==> src/design/fbsg_pkg.sv <==
package fbsg_pkg;

  localparam int unsigned BOOT_SECTOR_BYTES = 512;
  localparam int unsigned POS_W = 10;

  localparam logic [15:0] BOOT_SIGNATURE = 16'hAA55;
  localparam logic [31:0] FAT12_MAX_CLUSTERS = 32'd4085;
  localparam logic [31:0] FAT16_MAX_CLUSTERS = 32'd65525;

  localparam logic [1:0] STATUS_OK      = 2'd0;
  localparam logic [1:0] STATUS_BAD_SIG = 2'd1;
  localparam logic [1:0] STATUS_ZERO    = 2'd2;

  localparam logic [1:0] KIND_FAT12 = 2'd0;
  localparam logic [1:0] KIND_FAT16 = 2'd1;
  localparam logic [1:0] KIND_FAT32 = 2'd2;

  typedef struct packed {
    logic capture;
    logic load_mul;
    logic div_start_root;
    logic div_start_clus;
    logic take_root;
    logic take_clus;
    logic sum_base;
    logic sum_data;
    logic sum_diff;
    logic emit;
  } fbsg_cmd_t;

  typedef struct packed {
    logic div_done;
  } fbsg_stat_t;

endpackage

==> src/design/fbsg_div.sv <==
module fbsg_div (
  input  logic        clk,
  input  logic        rst_n,
  input  logic        start,
  input  logic [31:0] dividend,
  input  logic [15:0] divisor,
  output logic        done,
  output logic [31:0] quotient
);

  logic [31:0] quo_r, quo_nxt;
  logic [15:0] rem_r, rem_nxt;
  logic [15:0] dvs_r;
  logic [4:0]  cnt_r, cnt_nxt;
  logic        run_r, run_nxt;
  logic        done_r, done_nxt;
  logic [16:0] trial;
  logic        fits;

  assign trial = {rem_r, quo_r[31]};
  assign fits  = trial >= {1'b0, dvs_r};

  always_comb begin
    quo_nxt  = quo_r;
    rem_nxt  = rem_r;
    cnt_nxt  = cnt_r;
    run_nxt  = run_r;
    done_nxt = 1'b0;
    if (start) begin
      quo_nxt = dividend;
      rem_nxt = '0;
      cnt_nxt = '0;
      run_nxt = 1'b1;
    end else if (run_r) begin
      // one quotient bit per cycle, restoring
      rem_nxt = fits ? 16'(trial - {1'b0, dvs_r}) : trial[15:0];
      quo_nxt = {quo_r[30:0], fits};
      cnt_nxt = cnt_r + 5'd1;
      if (cnt_r == 5'd31) begin
        run_nxt  = 1'b0;
        done_nxt = 1'b1;
      end
    end
  end

  always_ff @(posedge clk) begin
    if (!rst_n) begin
      run_r  <= 1'b0;
      done_r <= 1'b0;
      cnt_r  <= '0;
    end else begin
      run_r  <= run_nxt;
      done_r <= done_nxt;
      cnt_r  <= cnt_nxt;
    end
    quo_r <= quo_nxt;
    rem_r <= rem_nxt;
    if (start) dvs_r <= divisor;
  end

  assign done     = done_r;
  assign quotient = quo_r;

endmodule

==> src/design/fbsg_datapath.sv <==
module fbsg_datapath (
  input  logic                  clk,
  input  logic                  rst_n,
  input  fbsg_pkg::fbsg_cmd_t   cmd,
  output fbsg_pkg::fbsg_stat_t  stat,
  input  logic [7:0]            in_byte,
  output logic                  out_valid,
  output logic [1:0]            out_status,
  output logic [1:0]            out_fat_kind,
  output logic [15:0]           out_fat_start_sector,
  output logic [31:0]           out_root_dir_start_sector,
  output logic [15:0]           out_root_dir_sector_count,
  output logic [31:0]           out_data_start_sector,
  output logic [31:0]           out_cluster_count,
  output logic [31:0]           out_total_sector_count,
  output logic [31:0]           out_root_start_cluster,
  output logic [7:0]            out_cluster_sectors,
  output logic [15:0]           out_sector_bytes,
  output logic [7:0]            out_fat_copies
);

  localparam logic [9:0] SIG_LO = 10'(fbsg_pkg::BOOT_SECTOR_BYTES - 2);
  localparam logic [9:0] SIG_HI = 10'(fbsg_pkg::BOOT_SECTOR_BYTES - 1);
  localparam logic [9:0] POS_END = 10'(fbsg_pkg::BOOT_SECTOR_BYTES);

  logic [fbsg_pkg::POS_W-1:0] pos_r;
  logic [15:0] bps_r, rsvd_r, rent_r, tot16_r, fsz16_r, sig_r;
  logic [7:0]  spc_r, nf_r;
  logic [31:0] tot32_r, fsz32_r, rclus_r;

  logic [31:0] fat_secs_r, num_r, rcprod_r, root_secs_r, base_r, data_r;
  logic [31:0] diff_r, rs32_r, clus_r;
  logic        valid_r;

  logic        long_mode;
  logic [31:0] total;
  logic [31:0] fat_size;
  logic [31:0] div_dividend;
  logic [15:0] div_divisor;
  logic        div_start;
  logic        div_done;
  logic [31:0] div_q;

  assign long_mode = tot16_r == 16'd0;
  assign total     = long_mode ? tot32_r : {16'd0, tot16_r};
  assign fat_size  = long_mode ? fsz32_r : {16'd0, fsz16_r};

  assign div_start    = cmd.div_start_root | cmd.div_start_clus;
  assign div_dividend = cmd.div_start_clus ? diff_r : num_r;
  assign div_divisor  = cmd.div_start_clus ? {8'd0, spc_r} : bps_r;

  fbsg_div u_div (
    .clk      (clk),
    .rst_n    (rst_n),
    .start    (div_start),
    .dividend (div_dividend),
    .divisor  (div_divisor),
    .done     (div_done),
    .quotient (div_q)
  );

  assign stat.div_done = div_done;

  // field capture at fixed offsets, little endian
  always_ff @(posedge clk) begin
    if (!rst_n || cmd.emit) begin
      pos_r   <= '0;
      bps_r   <= '0;
      spc_r   <= '0;
      rsvd_r  <= '0;
      nf_r    <= '0;
      rent_r  <= '0;
      tot16_r <= '0;
      fsz16_r <= '0;
      tot32_r <= '0;
      fsz32_r <= '0;
      rclus_r <= '0;
      sig_r   <= '0;
    end else if (cmd.capture && pos_r != POS_END) begin
      pos_r <= pos_r + 10'd1;
      if (pos_r == 10'd11) bps_r[7:0] <= in_byte;
      if (pos_r == 10'd12) bps_r[15:8] <= in_byte;
      if (pos_r == 10'd13) spc_r <= in_byte;
      if (pos_r == 10'd14) rsvd_r[7:0] <= in_byte;
      if (pos_r == 10'd15) rsvd_r[15:8] <= in_byte;
      if (pos_r == 10'd16) nf_r <= in_byte;
      if (pos_r == 10'd17) rent_r[7:0] <= in_byte;
      if (pos_r == 10'd18) rent_r[15:8] <= in_byte;
      if (pos_r == 10'd19) tot16_r[7:0] <= in_byte;
      if (pos_r == 10'd20) tot16_r[15:8] <= in_byte;
      if (pos_r == 10'd22) fsz16_r[7:0] <= in_byte;
      if (pos_r == 10'd23) fsz16_r[15:8] <= in_byte;
      if (pos_r[9:2] == 8'd8)  tot32_r[pos_r[1:0]*8 +: 8] <= in_byte;
      if (pos_r[9:2] == 8'd9)  fsz32_r[pos_r[1:0]*8 +: 8] <= in_byte;
      if (pos_r[9:2] == 8'd11) rclus_r[pos_r[1:0]*8 +: 8] <= in_byte;
      if (pos_r == SIG_LO) sig_r[7:0] <= in_byte;
      if (pos_r == SIG_HI) sig_r[15:8] <= in_byte;
    end
  end

  always_ff @(posedge clk) begin
    if (cmd.load_mul) begin
      fat_secs_r <= 32'(fat_size * {24'd0, nf_r});
      num_r      <= {11'd0, rent_r, 5'd0} + {16'd0, bps_r} - 32'd1;
      rcprod_r   <= 32'((rclus_r - 32'd2) * {24'd0, spc_r});
    end
    if (cmd.take_root)
      root_secs_r <= (long_mode || bps_r == 16'd0) ? 32'd0 : div_q;
    if (cmd.take_clus)
      clus_r <= (spc_r == 8'd0) ? 32'd0 : div_q;
    if (cmd.sum_base) base_r <= {16'd0, rsvd_r} + fat_secs_r;
    if (cmd.sum_data) data_r <= base_r + root_secs_r;
    if (cmd.sum_diff) begin
      diff_r <= total - data_r;
      rs32_r <= data_r + rcprod_r;
    end
    if (cmd.emit) begin
      priority if (sig_r != fbsg_pkg::BOOT_SIGNATURE)
        out_status <= fbsg_pkg::STATUS_BAD_SIG;
      else if (bps_r == 16'd0 || spc_r == 8'd0)
        out_status <= fbsg_pkg::STATUS_ZERO;
      else
        out_status <= fbsg_pkg::STATUS_OK;
      priority if (clus_r <= fbsg_pkg::FAT12_MAX_CLUSTERS)
        out_fat_kind <= fbsg_pkg::KIND_FAT12;
      else if (clus_r <= fbsg_pkg::FAT16_MAX_CLUSTERS)
        out_fat_kind <= fbsg_pkg::KIND_FAT16;
      else
        out_fat_kind <= fbsg_pkg::KIND_FAT32;
      out_fat_start_sector      <= rsvd_r;
      out_root_dir_start_sector <= long_mode ? rs32_r : base_r;
      out_root_dir_sector_count <= root_secs_r[15:0];
      out_data_start_sector     <= data_r;
      out_cluster_count         <= clus_r;
      out_total_sector_count    <= total;
      out_root_start_cluster    <= long_mode ? rclus_r : 32'd0;
      out_cluster_sectors       <= spc_r;
      out_sector_bytes          <= bps_r;
      out_fat_copies            <= nf_r;
    end
  end

  always_ff @(posedge clk) begin
    if (!rst_n) valid_r <= 1'b0;
    else        valid_r <= cmd.emit;
  end

  assign out_valid = valid_r;

endmodule

==> src/design/fbsg_ctrl.sv <==
module fbsg_ctrl (
  input  logic                 clk,
  input  logic                 rst_n,
  input  logic                 start,
  input  logic                 last_byte,
  input  fbsg_pkg::fbsg_stat_t stat,
  output fbsg_pkg::fbsg_cmd_t  cmd,
  output logic                 busy
);

  localparam logic [3:0] ST_IDLE  = 4'd0;
  localparam logic [3:0] ST_MUL   = 4'd1;
  localparam logic [3:0] ST_D1GO  = 4'd2;
  localparam logic [3:0] ST_D1WT  = 4'd3;
  localparam logic [3:0] ST_BASE  = 4'd4;
  localparam logic [3:0] ST_DATA  = 4'd5;
  localparam logic [3:0] ST_DIFF  = 4'd6;
  localparam logic [3:0] ST_D2GO  = 4'd7;
  localparam logic [3:0] ST_D2WT  = 4'd8;
  localparam logic [3:0] ST_EMIT  = 4'd9;

  logic [3:0] state_r, state_nxt;
  logic       accept;

  assign busy   = state_r != ST_IDLE;
  assign accept = start && !busy;

  always_comb begin
    state_nxt = state_r;
    cmd       = '0;
    unique case (state_r)
      ST_IDLE: begin
        cmd.capture = accept;
        if (accept && last_byte) state_nxt = ST_MUL;
      end
      ST_MUL: begin
        cmd.load_mul = 1'b1;
        state_nxt    = ST_D1GO;
      end
      ST_D1GO: begin
        cmd.div_start_root = 1'b1;
        state_nxt          = ST_D1WT;
      end
      ST_D1WT: begin
        if (stat.div_done) begin
          cmd.take_root = 1'b1;
          state_nxt     = ST_BASE;
        end
      end
      ST_BASE: begin
        cmd.sum_base = 1'b1;
        state_nxt    = ST_DATA;
      end
      ST_DATA: begin
        cmd.sum_data = 1'b1;
        state_nxt    = ST_DIFF;
      end
      ST_DIFF: begin
        cmd.sum_diff = 1'b1;
        state_nxt    = ST_D2GO;
      end
      ST_D2GO: begin
        cmd.div_start_clus = 1'b1;
        state_nxt          = ST_D2WT;
      end
      ST_D2WT: begin
        if (stat.div_done) begin
          cmd.take_clus = 1'b1;
          state_nxt     = ST_EMIT;
        end
      end
      ST_EMIT: begin
        cmd.emit  = 1'b1;
        state_nxt = ST_IDLE;
      end
      default: state_nxt = ST_IDLE;
    endcase
  end

  always_ff @(posedge clk) begin
    if (!rst_n) state_r <= ST_IDLE;
    else        state_r <= state_nxt;
  end

endmodule

==> src/design/fat_boot_sector_geometry.sv <==
// Boot sector bytes are taken one per cycle while start is high and busy is
// low. After the beat flagged last, busy stays high while the geometry is
// computed: two passes of a 32-step restoring divider (root directory size,
// then cluster count), one after the other. out_valid pulses for a
// single cycle with the result in the first cycle that busy is low again, and
// a new beat may be accepted in that same cycle; the receiver cannot stall it.
module fat_boot_sector_geometry (
  input  logic        clk,
  input  logic        rst_n,
  input  logic        start,
  output logic        busy,
  input  logic [7:0]  in_sector_byte,
  input  logic        in_last_byte,
  output logic        out_valid,
  output logic [1:0]  out_status,
  output logic [1:0]  out_fat_kind,
  output logic [15:0] out_fat_start_sector,
  output logic [31:0] out_root_dir_start_sector,
  output logic [15:0] out_root_dir_sector_count,
  output logic [31:0] out_data_start_sector,
  output logic [31:0] out_cluster_count,
  output logic [31:0] out_total_sector_count,
  output logic [31:0] out_root_start_cluster,
  output logic [7:0]  out_cluster_sectors,
  output logic [15:0] out_sector_bytes,
  output logic [7:0]  out_fat_copies
);

  fbsg_pkg::fbsg_cmd_t  cmd;
  fbsg_pkg::fbsg_stat_t stat;

  fbsg_ctrl u_ctrl (
    .clk       (clk),
    .rst_n     (rst_n),
    .start     (start),
    .last_byte (in_last_byte),
    .stat      (stat),
    .cmd       (cmd),
    .busy      (busy)
  );

  fbsg_datapath u_dp (
    .clk                       (clk),
    .rst_n                     (rst_n),
    .cmd                       (cmd),
    .stat                      (stat),
    .in_byte                   (in_sector_byte),
    .out_valid                 (out_valid),
    .out_status                (out_status),
    .out_fat_kind              (out_fat_kind),
    .out_fat_start_sector      (out_fat_start_sector),
    .out_root_dir_start_sector (out_root_dir_start_sector),
    .out_root_dir_sector_count (out_root_dir_sector_count),
    .out_data_start_sector     (out_data_start_sector),
    .out_cluster_count         (out_cluster_count),
    .out_total_sector_count    (out_total_sector_count),
    .out_root_start_cluster    (out_root_start_cluster),
    .out_cluster_sectors       (out_cluster_sectors),
    .out_sector_bytes          (out_sector_bytes),
    .out_fat_copies            (out_fat_copies)
  );

  a_last_goes_busy: assert property (@(posedge clk) disable iff (!rst_n)
    start && !busy && in_last_byte |=> busy)
    else $error("last beat did not start computation");

  a_valid_idle: assert property (@(posedge clk) disable iff (!rst_n)
    out_valid |-> !busy)
    else $error("result while busy");

  a_valid_pulse: assert property (@(posedge clk) disable iff (!rst_n)
    out_valid |=> !out_valid)
    else $error("result held more than one cycle");

  a_valid_after_busy: assert property (@(posedge clk) disable iff (!rst_n)
    out_valid |-> $past(busy))
    else $error("result without computation");

endmodule
==> config.mk <==
export PLATFORM = sky130hd
export DESIGN_NAME = fat_boot_sector_geometry
export DESIGN_NICKNAME = d
export VERILOG_FILES = /design/src/design/fbsg_pkg.sv /design/src/design/fbsg_div.sv /design/src/design/fbsg_datapath.sv /design/src/design/fbsg_ctrl.sv /design/src/design/fat_boot_sector_geometry.sv
export SDC_FILE = /design/constraint.sdc
export NUM_CORES = 2
export LEC_CHECK = 0
export BUFFER_PORTS_ARGS = -buffer_cell sky130_fd_sc_hd__buf_4
export CORE_ASPECT_RATIO = 1.4
export CORE_UTILIZATION = 68
export DETAILED_ROUTE_END_ITERATION = 12
export PLACE_DENSITY = 0.84
export SLEW_MARGIN = 20
export SYNTH_ARGS = -nofsm -noshare
export SYNTH_HDL_FRONTEND = slang
export SYNTH_SLANG_ARGS = --single-unit
==> constraint.sdc <==
create_clock -name clk -period 43.7 [get_ports clk]
set_input_delay 0 -clock clk [delete_from_list [all_inputs] [get_ports clk]]
set_output_delay 0 -clock clk [all_outputs]
set_load 0.005 [all_outputs]
# After elaboration in Yosys (flattened, before gate mapping)
# Index checks and enable logic that the tools add are counted.
[totals] register_bits=810 input_bits=12 output_inout_bits=230 word_cells=167
[op_classes] addsub=11 multipliers=2 order_cmp=3 n_eq_ne=32 shifts=2 mux=32 n_bitwise=3 n_reduce_logical=34
[ops] cell="$mux 32" n=6
[ops] cell="$bwmux 32" n=3
[ops] cell="$eq 10x5->1 const B" n=7
[ops] cell="$add 32x32->32" n=2
[ops] cell="$mul 32x8->32" n=2
[ops] cell="$eq 10x4->1 const B" n=5
[ops] cell="$pmux 4 s9" n=1
[ops] cell="$neg 5->34" n=1
[ops] cell="$reduce_and 2->1" n=17
[ops] cell="$shift 8x34->32 const A" n=1
[ops] cell="$shiftx 8x34->32" n=1
[ops] cell="$add 16x32->32" n=1
[ops] cell="$le 32x12->1 const B" n=1
[ops] cell="$le 32x16->1 const B" n=1
[ops] cell="$logic_not 16->1" n=2
[ops] cell="$sub 32x1->32 const B" n=1
[ops] cell="$sub 32x2->32 const B" n=1
[ops] cell="$sub 32x32->32" n=1
[ops] cell="$eq 8x4->1 const B" n=3
[ops] cell="$add 21x16->22" n=1
[ops] cell="$eq 10x9->1 const B" n=2
[ops] cell="$ge 17x16->1" n=1
[ops] cell="$eq 4x3->1 const B" n=4
[ops] cell="$mux 16" n=1
[ops] cell="other kinds (26)" n=53

# Longest topological paths before layout
[logic_depth] ltp_word=6 mapped_depth=27

# Modules after synthesis
# Synthesis repeated with hierarchy kept, for this count alone.
[hier_totals] cells_unflattened=4722 hier_area_um2=49917.9
[by_module_without_submodules] module="fbsg_datapath" instances=1 cells_per_inst=4374 area_each_um2=45894.0
[by_module_without_submodules] module="fbsg_div" instances=1 cells_per_inst=299 area_each_um2=3656.0
[by_module_without_submodules] module="fbsg_ctrl" instances=1 cells_per_inst=49 area_each_um2=367.9

# Worst setup path before layout
# OpenSTA, ideal clock, no wires.
[synth_path] path_type="register -> register" start="register u_ctrl.state_r[0]" end="register u_dp.fsz32_r[0]" t_arrival_ns=17.921 setup_slack_ns=25.652 path_stages_with_launch=9 path_buffers=4 synth_period_minus_slack_ns=18.048 cell_sequence="dfxtp_1 -> clkbuf_1 -> nand2_1 -> nor3_1 -> nand2b_1 -> clkbuf_1 -> clkbuf_1 -> clkbuf_1 -> nor2_1"
[synth_rtl] element="start: declaration" line_no="fbsg_ctrl.sv:22" text="logic [3:0] state_r, state_nxt;"
[synth_rtl] element="start signal: assignment" line_no="fbsg_ctrl.sv:82" text="else state_r <= state_nxt;"
[synth_rtl] element="end signal: indexed assignment" line_no="fbsg_datapath.sv:94" text="if (pos_r[9:2] == 8'd9) fsz32_r[pos_r[1:0]*8 +: 8] <= in_byte;"
[synth_rtl] element="end: declaration" line_no="fbsg_datapath.sv:29" text="logic [31:0] tot32_r, fsz32_r, rclus_r;"

# Worst setup path after layout
[layout_path] start="register u_dp.tot16_r[1]" end="register u_dp.fat_secs_r[30] (data pin)"
[layout_via] elab_chain_len=3
[layout_lines] element="start: declaration" line_no="fbsg_datapath.sv:27" text="logic [15:0] bps_r, rsvd_r, rent_r, tot16_r, fsz16_r, sig_r;"
[layout_lines] element="start signal: assignment" line_no="fbsg_datapath.sv:89" text="if (pos_r == 10'd19) tot16_r[7:0] <= in_byte;"
[layout_lines] element="$logic_not 16->1" line_no="fbsg_datapath.sv:44" text="assign long_mode = tot16_r == 16'd0;"
[layout_lines] element="$mux 32" line_no="fbsg_datapath.sv:46" text="assign fat_size = long_mode ? fsz32_r : {16'd0, fsz16_r};"
[layout_lines] element="$mul 32x8->32" line_no="fbsg_datapath.sv:103" text="fat_secs_r <= 32'(fat_size * {24'd0, nf_r});"
[layout_lines] element="end signal: assignment" line_no="fbsg_datapath.sv:103"
[layout_lines] element="end: declaration" line_no="fbsg_datapath.sv:31" text="logic [31:0] fat_secs_r, num_r, rcprod_r, root_secs_r, base_r, data_r;"
# Every way passes these cells.
# A chain may end at the register's enable or synchronous reset.

==> summary.json <==
{
  "outcome": {"value": "completed"},
  "asr_flop_ratio_synth": {"value": 0},
  "globalRoute.totalOverflow": {"value": 0},
  "report.final.setup_viol": {"value": 0},
  "remaining_max_slew_budget_at_the_tightest_pin": {"value": 0.233},
  "routed-via-count": {"value": 35227},
  "synth_commonest_cells": {"value": "564 x sky130_fd_sc_hd__edfxtp_1, 459 x sky130_fd_sc_hd__inv_1, 453 x sky130_fd_sc_hd__nor2_1"},
  "critical_path.max_fanout": {"value": 79},
  "cts.htree.levels": {"value": 3},
  "synthesized_flop_and_latch_total": {"value": 810},
  "timing.critical_path.arrival": {"value": 8.51, "unit": "ns"},
  "grt_most_used_layer": {"value": "met2"},
  "synth_area_leader_cell": {"value": "sky130_fd_sc_hd__edfxtp_1"},
  "cts.clk_slew.worst_paths": {"value": 0.06, "unit": "ns"},
  "design.portCount": {"value": 242},
  "timing.fmax": {"value": 123, "unit": "MHz"},
  "final_layout_size_suffix_gt1_frac": {"value": 0.102},
  "critPathSlowestCell": {"value": "sky130_fd_sc_hd__mux2i_1"},
  "route.detailed.wl_per_inst": {"value": 21.9, "unit": "um"},
  "regToRegStartpoint": {"value": "u_dp.tot16_r[1]$_SDFFE_PP0P_"},
  "rows": {"value": 117},
  "critical_path_startpoint_category": {"value": "flip-flop"},
  "max_cap_violations": {"value": 0},
  "peak_supply_drop": {"value": 0.0301, "unit": "mV"},
  "drt_iter0_drc": {"value": 3117},
  "globalRouteMet2Util": {"value": 0.607},
  "required": {"value": 44.10, "unit": "ns"},
  "leakage_power_of_the_design": {"value": 23.9, "unit": "nW"},
  "dominant_combinational_cell_family_by_area_after_synthesis": {"value": "adder cells"},
  "post-layout-total-power": {"value": 1.68, "unit": "mW"},
  "grt_pass1_vias": {"value": 35718},
  "layout-area-overhead-vs-synth": {"value": 11.0, "unit": "%"},
  "synth-simple-area-share": {"value": 0.161},
  "worst_r2r_endpoint": {"value": "u_dp.fat_secs_r[30]$_DFFE_PP_"},
  "met1_routing_resource_usage_after_global_routing": {"value": 0.414},
  "synth.yosys.seq_area_share": {"value": 0.440},
  "worst-path-stages": {"value": 23},
  "floorplan.die.height": {"value": 322, "unit": "um"},
  "drtPass1Iterations": {"value": 6},
  "drt_drc_violations_left": {"value": 0},
  "antenna_found_initial": {"value": 3},
  "setup.worst_path.start": {"value": "u_dp.tot16_r[1]$_SDFFE_PP0P_"},
  "clk_root_buffer_cell": {"value": "sky130_fd_sc_hd__clkbuf_16"},
  "cts_post_setup_buffers_inserted": {"value": 0},
  "rsz0062_at_grt": {"value": "no"},
  "n_antenna_cell": {"value": 0},
  "fillers": {"value": 4830},
  "die-width": {"value": 231, "unit": "um"},
  "core_area": {"value": 72600, "unit": "um2"},
  "synth_area_in_adders": {"value": 0.185},
  "synthTopCellsByArea": {"value": "sky130_fd_sc_hd__edfxtp_1 34%, sky130_fd_sc_hd__fa_1 13%, sky130_fd_sc_hd__dfxtp_1 9.9%"},
  "final.min_clock_period": {"value": 8.12, "unit": "ns"},
  "worst_slack_at_placement": {"value": 35.74, "unit": "ns"},
  "syn_inst": {"value": 4636},
  "floorplan.initialDensity": {"value": 0.685},
  "timing.reg2reg.setup_slack": {"value": 35.58, "unit": "ns"},
  "fin_skew": {"value": 0.0370, "unit": "ns"},
  "syn_area_per_cell": {"value": 10.7, "unit": "um2"},
  "yosys-mux-area-fraction": {"value": 0.0442},
  "synth.yosys.warnings": {"value": 0},
  "synth.most_common_cell": {"value": "sky130_fd_sc_hd__edfxtp_1"},
  "detailedPlacementHpwl": {"value": 96.4, "unit": "mm"},
  "synth_compound_gate_area_share": {"value": 0.0770},
  "synth.cell_area": {"value": 49700, "unit": "um2"},
  "synth.net_count": {"value": 5192},
  "gp_congestion": {"value": 0.961},
  "grt_util_met3": {"value": 0.0599},
  "routed_wl": {"value": 128, "unit": "mm"},
  "period_share": {"value": 0.186},
  "tritoncts.num_buffers": {"value": 80},
  "timing.final.ws_setup": {"value": 35.58, "unit": "ns"},
  "worst_path_bufs_invs": {"value": 5},
  "endpoint_kind": {"value": "flip-flop"},
  "ant_nets": {"value": 0},
  "timing_max_transition_violations_final": {"value": 0},
  "sinks_on_clock_net": {"value": 810},
  "grt.total_usage": {"value": 0.349},
  "synth.lib_cells_used.distinct": {"value": 84},
  "worstMarginPinSlew": {"value": 1.14, "unit": "ns"},
  "cts_buffer_depth": {"value": 3},
  "power.density_cell_area": {"value": 30.5, "unit": "nW/um2"},
  "vias_per_cell": {"value": 6.01},
  "totalNegativeSetupSlack": {"value": 0, "unit": "ns"},
  "place.port_buffers": {"value": 241},
  "worst_skew_pair.late_latency": {"value": 0.65, "unit": "ns"},
  "hold_viol": {"value": 0},
  "synth_xor_area_frac": {"value": 0.0461},
  "critical_path_class": {"value": "flip-flop to flip-flop"},
  "layout.nets": {"value": 5396},
  "synth_top_area_frac": {"value": 0.340},
  "worstPathCellList": {"value": "nor4_1, and4_4, buf_4, mux2i_1, nor2b_1, fa_1, inv_1, fa_1, inv_1, fa_1, inv_1, fa_1, inv_1, ha_1, nor4_1, o21ai_0, o311a_1, o211ai_1, a21oi_1, a2111oi_0, o21bai_1, a21oi_1, xnor2_1"},
  "hp-class": {"value": "primary input to flip-flop"},
  "critical_path.top_delay_family": {"value": "adder cells"},
  "grt_start_max_net_pins": {"value": 92},
  "synth_enable_flop_cells": {"value": 564},
  "timing.reg2reg.worst_path_depth": {"value": 23},
  "global_route_wire_length_before_repair": {"value": 197, "unit": "mm"},
  "die_area": {"value": 74200, "unit": "um2"},
  "clock_tree_from_tritoncts": {"value": "built"},
  "crit_end": {"value": "u_dp.fat_secs_r[30]$_DFFE_PP_"},
  "cpPeakStageDelay": {"value": 0.74, "unit": "ns"},
  "postSynth.topFlopCell": {"value": "sky130_fd_sc_hd__edfxtp_1"}
}
[cells in the final DEF, fill, tap and decap left out, types with 84 or more instances in the layout]
master and n:
sky130_fd_sc_hd__xor2_1 91, sky130_fd_sc_hd__and2_1 164, sky130_fd_sc_hd__dfxtp_1 243, sky130_fd_sc_hd__clkbuf_16 84, sky130_fd_sc_hd__a21oi_1 238, sky130_fd_sc_hd__nor2_1 451
sky130_fd_sc_hd__buf_4 276, sky130_fd_sc_hd__ha_1 226, sky130_fd_sc_hd__nor2b_1 273, sky130_fd_sc_hd__o21ai_0 122, sky130_fd_sc_hd__nand2b_1 90, sky130_fd_sc_hd__edfxtp_1 564
sky130_fd_sc_hd__fa_1 318, sky130_fd_sc_hd__xnor2_1 167, sky130_fd_sc_hd__nand2_1 274, sky130_fd_sc_hd__mux2i_1 170, sky130_fd_sc_hd__inv_1 459
[tightest hold or removal path: stages]
cell and delay, ns:
sky130_fd_sc_hd__dlygate4sd3_1 0.53, sky130_fd_sc_hd__buf_4 0.16, sky130_fd_sc_hd__and2_1 0.13
[final cells by class]
cell class	count	area, um2	area share
Multi-Input combinational cell	3200	25600	0.463
Inverter	459	1720	0.0312
Clock buffer	101	2200	0.0398
Sequential cell	810	21900	0.396
Clock inverter	46	422	0.00764
Timing Repair Buffer	289	2220	0.0402
Tap cell	952	1190	0.0216
[cell families after synthesis]
logic type / count (synthesis)
xor+xnor: 260
fa+ha+maj: 544
buf+inv: 626
mux: 214
simple gates: 1560
compound gates: 622
flops: 810
[worst min-delay path by stage]
stage / from / endpoint / slack (ns) / cells after the start
after floorplan: rst_n / u_dp.out_valid$_SDFF_PN0_ / 0.12 / 1
after global placement: rst_n / u_dp.out_valid$_SDFF_PN0_ / 0.29 / 2
after detailed placement: rst_n / u_dp.out_valid$_SDFF_PN0_ / 0.30 / 2
final: rst_n / u_dp.out_valid$_SDFF_PN0_ / 0.20 / 3
after CTS: rst_n / u_dp.out_valid$_SDFF_PN0_ / 0.17 / 3
after global routing: rst_n / u_dp.out_valid$_SDFF_PN0_ / 0.22 / 3
[per-stage QoR]
step | utilization | hold slack [ns] | cells | instance area, um2
6_report | 0.760 | 0.198 | 5857 | 55200
5_1_grt | 0.760 | 0.217 | 5857 | 55200
4_1_cts | 0.760 | 0.172 | 5856 | 55200
3_5_place_dp | 0.722 | 0.297 | 5697 | 52400
3_3_place_gp | 0.722 | 0.286 | 5697 | 52400
2_1_floorplan | - | 0.122 | 4636 | 49700
[report_power, final]
| group | leakage (nW) | switching [mW] | total [mW] | internal, mW |
|---|---|---|---|---|
| clock network | 1.28 | 0.304 | 0.689 | 0.385 |
| logic | 15.7 | 0.0868 | 0.138 | 0.0517 |
| registers | 6.91 | 0.0177 | 0.857 | 0.839 |
[timing repair]
item,in CTS,in global routing
hold buffers,12,0
hold endpoints to repair,139,0
gates resized for setup,0,0
[metal layers]
| layer | part of all wire | wire length, um | vias to the layer above |
|---|---|---|---|
| met1 | 0.37 | 47000 | 17127 |
| met4 | 0.056 | 7190 | 4 |
| met2 | 0.50 | 64100 | 1624 |
| li1 | - | - | 16045 |
| met5 | 0.00016 | 21 | - |
| met3 | 0.077 | 9850 | 427 |
Power figures use the tool's default switching activity.
